File: config.mk
export PLATFORM = sky130hd
export DESIGN_NAME = encoder_wrap_gear_angle_tracker
export DESIGN_NICKNAME = d
export VERILOG_FILES = /design/src/design/ewgat_pkg.sv /design/src/design/encoder_wrap_gear_angle_tracker.sv /design/src/design/ewgat_sdiv.sv
export SDC_FILE = /design/constraint.sdc
export NUM_CORES = 1
export LEC_CHECK = 0
export ABC_AREA = 1
export BUFFER_PORTS_ARGS = -buffer_cell sky130_fd_sc_hd__clkbuf_2
export CORE_ASPECT_RATIO = 0.75
export CORE_UTILIZATION = 55
export CTS_CLUSTER_DIAMETER = 80
export DETAILED_ROUTE_END_ITERATION = 10
export PLACE_DENSITY = 0.77
export SLEW_MARGIN = 20
export SYNTH_ARGS = -nofsm -noshare
export SYNTH_HDL_FRONTEND = slang
export SYNTH_SLANG_ARGS = --single-unit
export TNS_END_PERCENT = 50
File: constraint.sdc
create_clock -name clk -period 3.8 [get_ports clk]
set_clock_uncertainty 0.05 [all_clocks]
set_input_delay 0.19 -clock clk [delete_from_list [all_inputs] [get_ports clk]]
set_output_delay 0.19 -clock clk [all_outputs]
set_load 0.02 [all_outputs]
File: src/design/ewgat_pkg.sv
package ewgat_pkg;

  // Field widths
  localparam int ANGLE_W   = 13;
  localparam int CURRENT_W = 16;
  localparam int THR_W     = 14;
  localparam int RATIO_W   = 8;
  localparam int GEARED_W  = 14;
  localparam int OUT_W     = 15;
  localparam int CFG_IDX_W = 1;

  localparam int ANGLE_MAX          = (1 << ANGLE_W) - 1;
  localparam int RATIO_MAX          = (1 << RATIO_W) - 1;
  localparam int THRESHOLD_SEED     = 1200;
  localparam int DEF_COUNTS_PER_REV = 8192;

  // Register indexes on the configuration port
  localparam logic [CFG_IDX_W-1:0] REG_WRAP_THRESHOLD = 1'd0;
  localparam logic [CFG_IDX_W-1:0] REG_GEAR_RATIO     = 1'd1;

  // Bits needed for angle plus counts-per-rev times the largest turn index
  function automatic int dividend_width(input int cpr);
    return $clog2(ANGLE_MAX + cpr * (RATIO_MAX - 1) + 1);
  endfunction

  localparam int DEF_DIVIDEND_W = dividend_width(DEF_COUNTS_PER_REV);

  typedef struct packed {
    logic        [ANGLE_W-1:0]   raw_angle;
    logic signed [CURRENT_W-1:0] raw_current;
  } sample_t;

  typedef struct packed {
    logic signed [OUT_W-1:0]     output_angle;
    logic signed [CURRENT_W-1:0] motor_current;
  } result_t;

endpackage

File: src/design/encoder_wrap_gear_angle_tracker.sv
// Multi-turn encoder tracker with gear reduction.
// Channels: sample (valid/ready) carries one feedback sample, raw angle and
// current; result (valid/ready) carries the geared output angle and the
// current passed through. Configuration is a plain write port: cfg_we,
// cfg_index (0 = wrap threshold, 1 = gear ratio) and cfg_data, taken at
// once; write it only while the block is idle.
// One sample is worked on at a time: it is taken in, the turn index is
// updated, the one-bit-per-cycle restoring divider is started and run, and
// the geared wrap is applied as the result register is written. A new sample is
// taken once the previous one has reached the result register, so a result
// can wait for the receiver while the next sample is divided; a stalled
// receiver holds the block only when the next result is ready to leave.
// Reset: threshold goes to 1200 minus counts per rev, ratio to 1, the
// previous angles and the turn index to zero, and no result is pending.
module encoder_wrap_gear_angle_tracker
  import ewgat_pkg::*;
#(
  parameter int COUNTS_PER_REV = DEF_COUNTS_PER_REV
) (
  input  logic                 clk,
  input  logic                 rst,
  input  logic                 sample_valid,
  output logic                 sample_ready,
  input  sample_t              sample,
  output logic                 result_valid,
  input  logic                 result_ready,
  output result_t              result,
  input  logic                 cfg_we,
  input  logic [CFG_IDX_W-1:0] cfg_index,
  input  logic [THR_W-1:0]     cfg_data
);

  localparam int DIVIDEND_W = dividend_width(COUNTS_PER_REV);
  localparam logic [THR_W-1:0] THR_RST = THR_W'(THRESHOLD_SEED - COUNTS_PER_REV);
  localparam logic [OUT_W-1:0] CPR_OUT = OUT_W'(COUNTS_PER_REV);

  typedef enum logic [2:0] {
    S_IDLE,
    S_TURN,
    S_LOAD,
    S_DIV,
    S_FIX
  } state_t;

  state_t state;

  logic [THR_W-1:0]     wrap_threshold;
  logic [RATIO_W-1:0]   gear_ratio;
  logic [ANGLE_W-1:0]   prev_raw;
  logic [RATIO_W-1:0]   turn_index;
  logic [GEARED_W-1:0]  prev_geared;
  logic [ANGLE_W-1:0]   raw_q;
  logic [CURRENT_W-1:0] cur_q;
  logic [GEARED_W-1:0]  geared_q;

  logic [RATIO_W-1:0]    ratio;
  logic [RATIO_W-1:0]    ti_base;
  logic [RATIO_W-1:0]    turn_index_next;
  logic signed [ANGLE_W+1:0]  raw_diff_fwd;
  logic signed [ANGLE_W+1:0]  raw_diff_bwd;
  logic signed [ANGLE_W+1:0]  thr_raw;
  logic signed [GEARED_W+1:0] g_diff_fwd;
  logic signed [GEARED_W+1:0] g_diff_bwd;
  logic signed [GEARED_W+1:0] thr_g;
  logic [OUT_W-1:0]      angle_next;
  logic                  div_start;
  logic                  div_done;
  logic [DIVIDEND_W-1:0] dividend;
  logic [DIVIDEND_W-1:0] quotient;

  // A zero ratio behaves as one
  assign ratio = (gear_ratio == '0) ? RATIO_W'(1) : gear_ratio;

  // Raw wrap test and turn index update
  always_comb begin
    ti_base      = (turn_index >= ratio) ? '0 : turn_index;
    thr_raw      = {wrap_threshold[THR_W-1], wrap_threshold};
    raw_diff_fwd = $signed({2'b00, raw_q}) - $signed({2'b00, prev_raw});
    raw_diff_bwd = $signed({2'b00, prev_raw}) - $signed({2'b00, raw_q});
    priority if (raw_diff_fwd < thr_raw) begin
      turn_index_next = ({1'b0, ti_base} + 9'd1 >= {1'b0, ratio}) ? '0
                        : ti_base + RATIO_W'(1);
    end else if (raw_diff_bwd < thr_raw) begin
      turn_index_next = (ti_base == '0) ? ratio - RATIO_W'(1) : ti_base - RATIO_W'(1);
    end else begin
      turn_index_next = ti_base;
    end
  end

  // Angle plus whole revolutions for the divider
  assign div_start = (state == S_LOAD);
  assign dividend  = DIVIDEND_W'(raw_q)
                   + DIVIDEND_W'(COUNTS_PER_REV) * DIVIDEND_W'(turn_index);

  ewgat_sdiv #(
    .DIVIDEND_W (DIVIDEND_W)
  ) u_sdiv (
    .clk      (clk),
    .rst      (rst),
    .start    (div_start),
    .dividend (dividend),
    .divisor  (ratio),
    .done     (div_done),
    .quotient (quotient)
  );

  // Geared wrap test: add one revolution, remove one, or leave the angle as it is
  always_comb begin
    thr_g      = {{2{wrap_threshold[THR_W-1]}}, wrap_threshold};
    g_diff_fwd = $signed({2'b00, geared_q}) - $signed({2'b00, prev_geared});
    g_diff_bwd = $signed({2'b00, prev_geared}) - $signed({2'b00, geared_q});
    priority if (g_diff_fwd < thr_g) begin
      angle_next = {1'b0, geared_q} + CPR_OUT;
    end else if (g_diff_bwd < thr_g) begin
      angle_next = {1'b0, geared_q} - CPR_OUT;
    end else begin
      angle_next = {1'b0, geared_q};
    end
  end

  assign sample_ready = (state == S_IDLE);

  // Configuration writes
  always_ff @(posedge clk) begin
    if (rst) begin
      wrap_threshold <= THR_RST;
      gear_ratio     <= RATIO_W'(1);
    end else if (cfg_we) begin
      unique case (cfg_index)
        REG_WRAP_THRESHOLD: wrap_threshold <= cfg_data;
        REG_GEAR_RATIO:     gear_ratio     <= cfg_data[RATIO_W-1:0];
        default:            ;
      endcase
    end
  end

  // Sequencer, tracking state and result register
  always_ff @(posedge clk) begin
    if (rst) begin
      state        <= S_IDLE;
      prev_raw     <= '0;
      turn_index   <= '0;
      prev_geared  <= '0;
      result_valid <= 1'b0;
    end else begin
      if (result_valid && result_ready) begin
        result_valid <= 1'b0;
      end
      unique case (state)
        S_IDLE: begin
          if (sample_valid) begin
            raw_q <= sample.raw_angle;
            cur_q <= sample.raw_current;
            state <= S_TURN;
          end
        end
        S_TURN: begin
          turn_index <= turn_index_next;
          prev_raw   <= raw_q;
          state      <= S_LOAD;
        end
        S_LOAD: begin
          state <= S_DIV;
        end
        S_DIV: begin
          if (div_done) begin
            geared_q <= quotient[GEARED_W-1:0];
            state    <= S_FIX;
          end
        end
        S_FIX: begin
          // Hold until the result register is free
          if (!result_valid || result_ready) begin
            result.output_angle  <= angle_next;
            result.motor_current <= cur_q;
            result_valid         <= 1'b1;
            prev_geared          <= geared_q;
            state                <= S_IDLE;
          end
        end
        default: state <= S_IDLE;
      endcase
    end
  end

  // Divider finishes only while the sequencer waits for it
  a_done_in_div: assert property (@(posedge clk) disable iff (rst)
    div_done |-> state == S_DIV)
    else $error("divider done outside the divide phase");

  // Turn index stays below the ratio once updated
  a_index_range: assert property (@(posedge clk) disable iff (rst)
    state == S_LOAD |-> turn_index < ratio)
    else $error("turn index not below gear ratio");

  // A new result appears only from the final phase
  a_result_src: assert property (@(posedge clk) disable iff (rst)
    $rose(result_valid) |-> $past(state) == S_FIX)
    else $error("result raised outside the final phase");

endmodule

File: src/design/ewgat_sdiv.sv
module ewgat_sdiv
  import ewgat_pkg::*;
#(
  parameter int DIVIDEND_W = DEF_DIVIDEND_W
) (
  input  logic                  clk,
  input  logic                  rst,
  input  logic                  start,
  input  logic [DIVIDEND_W-1:0] dividend,
  input  logic [RATIO_W-1:0]    divisor,
  output logic                  done,
  output logic [DIVIDEND_W-1:0] quotient
);

  localparam int CNT_W = $clog2(DIVIDEND_W + 1);

  logic [DIVIDEND_W-1:0] sh;
  logic [RATIO_W-1:0]    rem;
  logic [RATIO_W-1:0]    rem_next;
  logic [CNT_W-1:0]      cnt;
  logic                  busy;
  logic [RATIO_W:0]      trial;
  logic [RATIO_W:0]      diff;
  logic                  fits;

  // Restoring step: bring down one dividend bit, subtract if it fits
  always_comb begin
    trial    = {rem, sh[DIVIDEND_W-1]};
    diff     = trial - {1'b0, divisor};
    fits     = (trial >= {1'b0, divisor});
    rem_next = fits ? diff[RATIO_W-1:0] : trial[RATIO_W-1:0];
  end

  // Shift quotient bits in behind the dividend, one per cycle
  always_ff @(posedge clk) begin
    if (rst) begin
      busy <= 1'b0;
      done <= 1'b0;
    end else begin
      done <= 1'b0;
      if (start) begin
        sh   <= dividend;
        rem  <= '0;
        cnt  <= CNT_W'(DIVIDEND_W);
        busy <= 1'b1;
      end else if (busy) begin
        sh  <= {sh[DIVIDEND_W-2:0], fits};
        rem <= rem_next;
        cnt <= cnt - CNT_W'(1);
        if (cnt == CNT_W'(1)) begin
          busy <= 1'b0;
          done <= 1'b1;
        end
      end
    end
  end

  assign quotient = sh;

endmodule

==> flow_metrics.py, run 1 <==
metrics = {
    "yosys": {
        "netlist_area_um2": 10850,
        "yosysSeqAreaShare_pct": 41.53,
        "synth-seq-cells": 171,
        "avgSynthCellArea_um2": 8.797,
        "syn_inst": 1233,
        "synth.distinct_cells": 45,
        "yosysWarningCount": 0,
        "synth_fp_nets": 1425,
    },
    "timing": {
        "hold_viol_final": 0,
        "max_freq_mhz": 250.2,
        "period_share_pct": 105.2,
        "maxSlewViolCount": 0,
        "relSlewSlack_pct": 31.16,
        "hold_ws_ns": 0.01780,
        "final.setup.worst_slack_ns": -0.1965,
        "worst_pin_slew_ns": 1.027,
        "setup_violations": 9,
        "rsz0062_at_grt": "true",
        "timing.final.crit_period_ns": 3.997,
        "tns_ns": -1.491,
    },
    "clock_network": {
        "cts_buffers": 17,
        "path_clk_slew_ns": 0.07,
        "clk_latency_ns": 0.44,
        "cts_tree": "yes",
        "cts.sinks": 171,
        "htreeDepth": 4,
        "clockBufferDepth": 2,
        "cts-root-buf": "clkbuf_16",
    },
    "hold_path": {
        "hold_path.class": "in2reg",
        "hold_depth": 3,
    },
    "floorplanning": {
        "start_util_pct": 56.13,
        "num_rows": 44,
        "fp.dieW_um": 164.2,
        "io_pins": 82,
        "fp.dieArea_um2": 20290,
        "core_area_um2": 19320,
        "die_height_um": 123.6,
    },
    "grt": {
        "grt_max_degree": 58,
        "track_usage_pct": 28.28,
        "antenna_found_initial": 0,
        "grt-ovfl-total": 0,
        "grt_pass1_wl_mm": 43.56,
        "grt_pass1_vias": 8567,
    },
    "routing": {
        "via_count": 9326,
        "drt_first_pass_iters": 5,
        "ant_nets": 0,
        "route.detailed.drc": 0,
        "first_iter_violations": 838,
        "wl_per_cell_um": 17.00,
        "wirelength_mm": 28.35,
        "avgViaCountPerCell": 5.594,
    },
    "run_status": {
        "outcome": "finished, violations left",
        "violations": "setup timing",
    },
    "place": {
        "post-place-cells": 1582,
        "dp_slack_ns": -0.1497,
        "io_buffers": 81,
        "place.gp.congestion": 0.9719,
        "dp_hpwl_mm": 20.47,
    },
    "pwr": {
        "p_per_area_nw_per_um2": 518.2,
        "ir_drop_mv": 0.3098,
        "leakagePower_nw": 5.937,
    },
    "job": {
        "cap_viol_max_count": 0,
    },
    "layout": {
        "insertedDiodeCount": 0,
        "areaGrowthSynthToFinish_pct": 21.47,
        "fillers": 1474,
        "final_util_pct": 68.18,
        "drive_above_1_share_pct": 17.61,
        "fin_cells": 1667,
        "nets": 1593,
    },
    "setup_path": {
        "endpoint_kind": "flop",
        "worstPathRequired_ns": 4.07,
        "cp-start-kind": "flop",
        "cp.arrival_ns": 4.27,
        "crit_type": "reg2reg",
        "crit_fanout": 7,
        "r2r_cells": 26,
    },
}
## layout by cell type, fill, tap and decap left out, types with 15 or more instances in the layout
cell           synthesis  layout
nand2_1              190     184
inv_1                173     167
a21oi_1              140     133
ha_1                 138     132
edfxtp_1             108     108
o21ai_0              107     100
clkbuf_2               0      81
buf_4                  0      67
dfxtp_1               63      60
nor2_1                59      54
xor2_1                45      45
nand3_1               41      39
dlygate4sd3_1          0      37
clkbuf_16              0      17
a31oi_1               15      15
## routing by layer
metal / up-vias / share of wire [%] / wire length, um / global-route usage, %
met1: 4336 / 47 / 13260 / 41.93
met2: 407 / 42 / 12020 / 41.67
met5: - / 0 / 0 / 0
met4: 0 / 1.3 / 365 / 6.250
met3: 39 / 9.5 / 2699 / 6.593
li1: 4544 / - / - / -
## report_power, final
part | internal (mW) | switching, mW | leakage, nW
logic | 1.07 | 1.74 | 4.13
registers | 2.15 | 0.0902 | 1.50
clock network | 0.900 | 0.875 | 0.301
total | 4.12 | 2.71 | 5.94
## critical path: stages (launching register included)
cell and delay (ns):
dfxtp_1 0.31, inv_1 0.05, buf_4 0.12, buf_4 0.12, buf_4 0.16, ha_1 0.30, nand2_1 0.12, a21oi_2 0.06
nor2_4 0.21, nand2_4 0.12, nor2_4 0.16, ha_4 0.16, inv_2 0.05, nor3_4 0.21, buf_6 0.13, nand3_4 0.07
xor2_1 0.14, inv_1 0.10, ha_4 0.27, nand2_2 0.05, o41ai_2 0.29, a31oi_1 0.07, o21ai_1 0.12, nor2_2 0.07
buf_6 0.14, a21oi_1 0.12, a21oi_1 0.09
## metrics by stage
step	power [mW]	area (um2)
6_report	6.828	13180
5_1_grt	7.187	13180
4_1_cts	6.653	13020
3_5_place_dp	4.733	11850
3_3_place_gp	4.676	11850
2_1_floorplan	3.970	10850
## worst paths after layout
check	to	slack [ns]	startpoint
worst min-delay path	wrap_threshold[3]$_SDFFE_PP0P_	0.02	cfg_data[3]
worst max-delay path	turn_index[4]$_SDFFE_PP0P_	-0.20	gear_ratio[7]$_SDFFE_PP0P_
worst min register to register	result[0]$_DFFE_PP_	0.38	cur_q[0]$_DFFE_PP_
worst max register to register	turn_index[4]$_SDFFE_PP0P_	-0.20	gear_ratio[7]$_SDFFE_PP0P_
## cells in the mapped netlist (all sizes together)
cell type / instances / area, um2
o21ai: 111 / 555.5
a21o: 3 / 22.52
dfxtp: 63 / 1261
a221oi: 4 / 35.03
o2111ai: 4 / 35.03
nor4: 4 / 25.02
or2: 4 / 25.03
a221o: 2 / 20.02
ha: 138 / 1727
o21bai: 4 / 30.03
o31ai: 4 / 30.03
edfxtp: 108 / 3243
clkbuf: 39 / 166.4
o211ai: 12 / 90.09
xnor2: 13 / 113.9
nand3: 42 / 222.7
fa: 5 / 100.1
o311ai: 1 / 26.28
xor2: 45 / 394.1
mux2: 1 / 11.26
a21boi: 1 / 7.510
o221ai: 3 / 26.28
nand4: 11 / 68.82
nand2: 197 / 762.0
nor2: 63 / 261.5
a211oi: 3 / 22.52
o41ai: 1 / 8.760
a21oi: 141 / 709.4
inv: 176 / 660.6
nor3: 14 / 86.34
buf: 1 / 5.000
a31oi: 15 / 93.84
## sequential cells by signal, indices dropped and copies added (netlist names)
signal,flops
result,31
u_sdiv.quotient,21
cur_q,16
geared_q,14
prev_geared,14
wrap_threshold,14
prev_raw,13
raw_q,13
gear_ratio,8
turn_index,8
u_sdiv.rem,8
u_sdiv.cnt,5
state,3
result_valid,1
u_sdiv.busy,1
u_sdiv.done,1
## what timing repair did
action                                 4_1_cts  5_1_grt
pin swaps                                   28       24
hold buffers                                37        0
buffers inserted                            10        6
resized for setup                           31       24
setup endpoints to repair                    9       10
endpoints found under the hold margin       36        0
## cell families after synthesis
kind of cell | synth area share (%)
buf+inv | 7.671
xor+xnor | 4.683
fa+ha+maj | 16.84
compound gates | 15.79
mux | 0.1038
flops | 41.53
simple gates | 13.38
## area by class of cell
cell class | instances | area (um2) | area share, %
Clock buffer | 17 | 425.4 | 3.229
Multi-Input combinational cell | 846 | 5733 | 43.51
Sequential cell | 171 | 4508 | 34.22
Tap cell | 253 | 316.6 | 2.403
Timing Repair Buffer | 189 | 1333 | 10.11
Inverter | 176 | 663.1 | 5.033
Clock inverter | 15 | 196.4 | 1.491
No activity file was read; power rests on OpenSTA's default activity.
==> run 2: changes to the inputs <==
Settings changed: CAP_MARGIN set to 15, CORE_UTILIZATION 55 to 56, PLACE_DENSITY 0.77 to 0.78, SYNTH_HIERARCHICAL set to 1.
==> flow_metrics.py, run 2 <==
metrics = {
    "timing": {
        "worst_pin_slew_ns": 0.8387,
        "setup_violations": 0,
        "hold_viol_final": 0,
        "period_share_pct": 99.09,
        "max_freq_mhz": 265.6,
        "relSlewSlack_pct": 43.78,
        "rsz0062_at_grt": "true",
        "timing.final.crit_period_ns": 3.765,
        "maxSlewViolCount": 0,
    },
    "pwr": {
        "total_power_mw": 6.351,
        "ir_drop_mv": 0.3191,
        "p_per_area_nw_per_um2": 458.4,
        "leakagePower_nw": 6.323,
    },
    "yosys": {
        "synth-seq-cells": 171,
        "avgSynthCellArea_um2": 8.574,
        "synth.distinct_cells": 52,
        "yosysSeqAreaShare_pct": 39.86,
        "syn_inst": 1318,
        "synthTopCellsByCount": "nand2_1 (249), inv_1 (193), a21oi_1 (144)",
        "synth_edf_count": 108,
        "synthArstFlopShare_pct": 0,
        "yosys.cell_count.top_type": "nand2_1",
        "synth_fp_nets": 1510,
        "yosysWarningCount": 6,
        "netlist_area_um2": 11300,
        "synthFlopType": "edfxtp_1",
        "synth_largest_area_cell": "edfxtp_1",
        "yosysTopAreaCellShare_pct": 28.70,
        "synth.area.top_cells": "edfxtp_1 (29%), ha_1 (15%), dfxtp_1 (11%)",
    },
    "grt": {
        "grt_pass1_vias": 9267,
        "grt_max_degree": 58,
        "antenna_found_initial": 0,
        "globalRouteMet1Util_pct": 43.04,
        "busiest_layer": "met2",
        "use_met3_pct": 6.679,
        "use_met2_pct": 44.25,
        "grt-ovfl-total": 0,
        "grt_pass1_wl_mm": 47.82,
        "track_usage_pct": 29.40,
    },
    "routing": {
        "ant_nets": 0,
        "drt_first_pass_iters": 9,
        "first_iter_violations": 753,
        "via_count": 9766,
        "route.detailed.drc": 5,
        "wl_per_cell_um": 17.41,
        "wirelength_mm": 30.50,
        "avgViaCountPerCell": 5.574,
    },
    "setup_path": {
        "endpoint_kind": "flop",
        "cp-start-kind": "flop",
        "worstPathRequired_ns": 3.94,
        "crit_type": "reg2reg",
        "crit_fanout": 3,
        "cp.arrival_ns": 3.90,
        "r2r_setup_slack_ns": 0.03,
    },
    "layout": {
        "insertedDiodeCount": 0,
        "drive_above_1_share_pct": 20.75,
        "final_common_cell": "nand2_1",
        "areaGrowthSynthToFinish_pct": 22.61,
        "mostFrequentLayoutCells": "nand2_1 (244), inv_1 (184), a21oi_1 (134), ha_1 (121), edfxtp_1 (108)",
        "largest_register_ffs": 31,
        "nets": 1678,
        "fillers": 1533,
        "fin_cells": 1752,
        "top_register": "result",
    },
    "floorplanning": {
        "core_area_um2": 19540,
        "fp.dieW_um": 166.0,
        "fp.dieArea_um2": 20760,
        "start_util_pct": 57.82,
        "num_rows": 44,
        "io_pins": 82,
        "die_height_um": 125.0,
    },
    "run_status": {
        "violations": "DRC",
        "outcome": "finished, violations left",
    },
    "place": {
        "io_buffers": 81,
        "place.gp.congestion": 0.9509,
        "post-place-cells": 1667,
        "dp_hpwl_mm": 22.25,
    },
    "job": {
        "cap_viol_max_count": 0,
    },
    "clock_network": {
        "clk_latency_ns": 0.44,
        "cts.sinks": 171,
        "clockBufferDepth": 2,
        "cts_buffers": 17,
        "htreeDepth": 4,
        "cts_tree": "yes",
        "cts-root-buf": "clkbuf_16",
        "path_clk_slew_ns": 0.08,
    },
    "hold_path": {
        "hold_path.class": "in2reg",
    },
}
[run 2: cell types whose count changed after synthesis, sizes merged, moves of 8 or more]
| cell | previous run | this run |
|---|---|---|
| nor2 | 63 | 84 |
| o21ai | 111 | 85 |
| a31oi | 15 | 5 |
| nand2 | 197 | 265 |
| nand3 | 42 | 50 |
| inv | 176 | 195 |
[run 2: per-layer routing]
| metal | wire length, um | up-vias |
|---|---|---|
| met3 | 2644 | 29 |
| li1 | - | 4749 |
| met5 | 0 | - |
| met4 | 348 | 0 |
| met1 | 14390 | 4599 |
| met2 | 13120 | 389 |
[run 2: layout make-up]
class | instances | area, um2 | area share (%)
multi-input combinational | 907 | 6289 | 45.39
sequential | 171 | 4511 | 32.55
timing repair buffer | 193 | 1349 | 9.734
inverter | 196 | 749.5 | 5.409
clock buffer | 17 | 425.4 | 3.070
tap | 253 | 316.6 | 2.285
clock inverter | 15 | 216.5 | 1.562
[run 2: worst max-delay path, stage by stage, from the launching register on]
cell and delay [ns]:
edfxtp_1 0.43, inv_1 0.09, ha_2 0.19, inv_1 0.06, fa_2 0.36, a221o_1 0.37, nand2_1 0.08, nand2_2 0.07
a21oi_2 0.20, xor2_1 0.23, inv_1 0.11, ha_4 0.28, inv_1 0.06, o31ai_2 0.19, nand2_1 0.09, o2111ai_2 0.11
xor2_2 0.24, mux2_4 0.32
[run 2: path summary, 6_finish.rpt]
check | start | to | cells past startpoint
max reg2reg | geared_q[0]$_DFFE_PP_ | result[30]$_DFFE_PP_ | 17
max | geared_q[0]$_DFFE_PP_ | result[30]$_DFFE_PP_ | 17
min | cfg_data[8] | wrap_threshold[8]$_SDFFE_PP0P_ | 3
min reg2reg | cur_q[8]$_DFFE_PP_ | result[8]$_DFFE_PP_ | 0
[run 2: power breakdown]
part           switching (mW)  internal, mW
registers              0.0771          2.10
clock network           0.923         0.928
logic                    1.43         0.893
total                    2.43          3.92
[run 2: cells by family after synthesis]
family | synth area share (%)
AO/OA/AOI/OAI | 14.19
XOR/XNOR | 4.418
adder cells (fa/ha/maj) | 16.16
flip-flops | 39.86
multiplexers | 0.09964
AND/OR/NAND/NOR | 17.22
buffers and inverters | 8.049
[run 2: stage by stage]
step | hold slack [ns] | cell area, um2 | TNS (ns) | worst slack [ns] | util [%]
after floorplan | 0.2168 | 11300 | 0 | 0.01396 | -
after global placement | 0.3173 | 12330 | -0.4758 | -0.1011 | 63.08
after detailed placement | 0.3186 | 12330 | -0.7123 | -0.1207 | 63.08
after CTS | 0.004295 | 13540 | -0.03284 | -0.01539 | 69.26
after global routing | 0.03443 | 13860 | -0.8609 | -0.1442 | 70.90
final | 0.01336 | 13860 | 0 | 0.03471 | 70.90
[run 2: what timing repair did]
item / CTS / global route
endpoints found under the hold margin: 37 / 0
setup endpoints to repair: 10 / 10
gates cloned: 0 / 0
buffers inserted: 6 / 11
pin swaps: 16 / 35
resized for setup: 33 / 60
hold buffers: 38 / 0
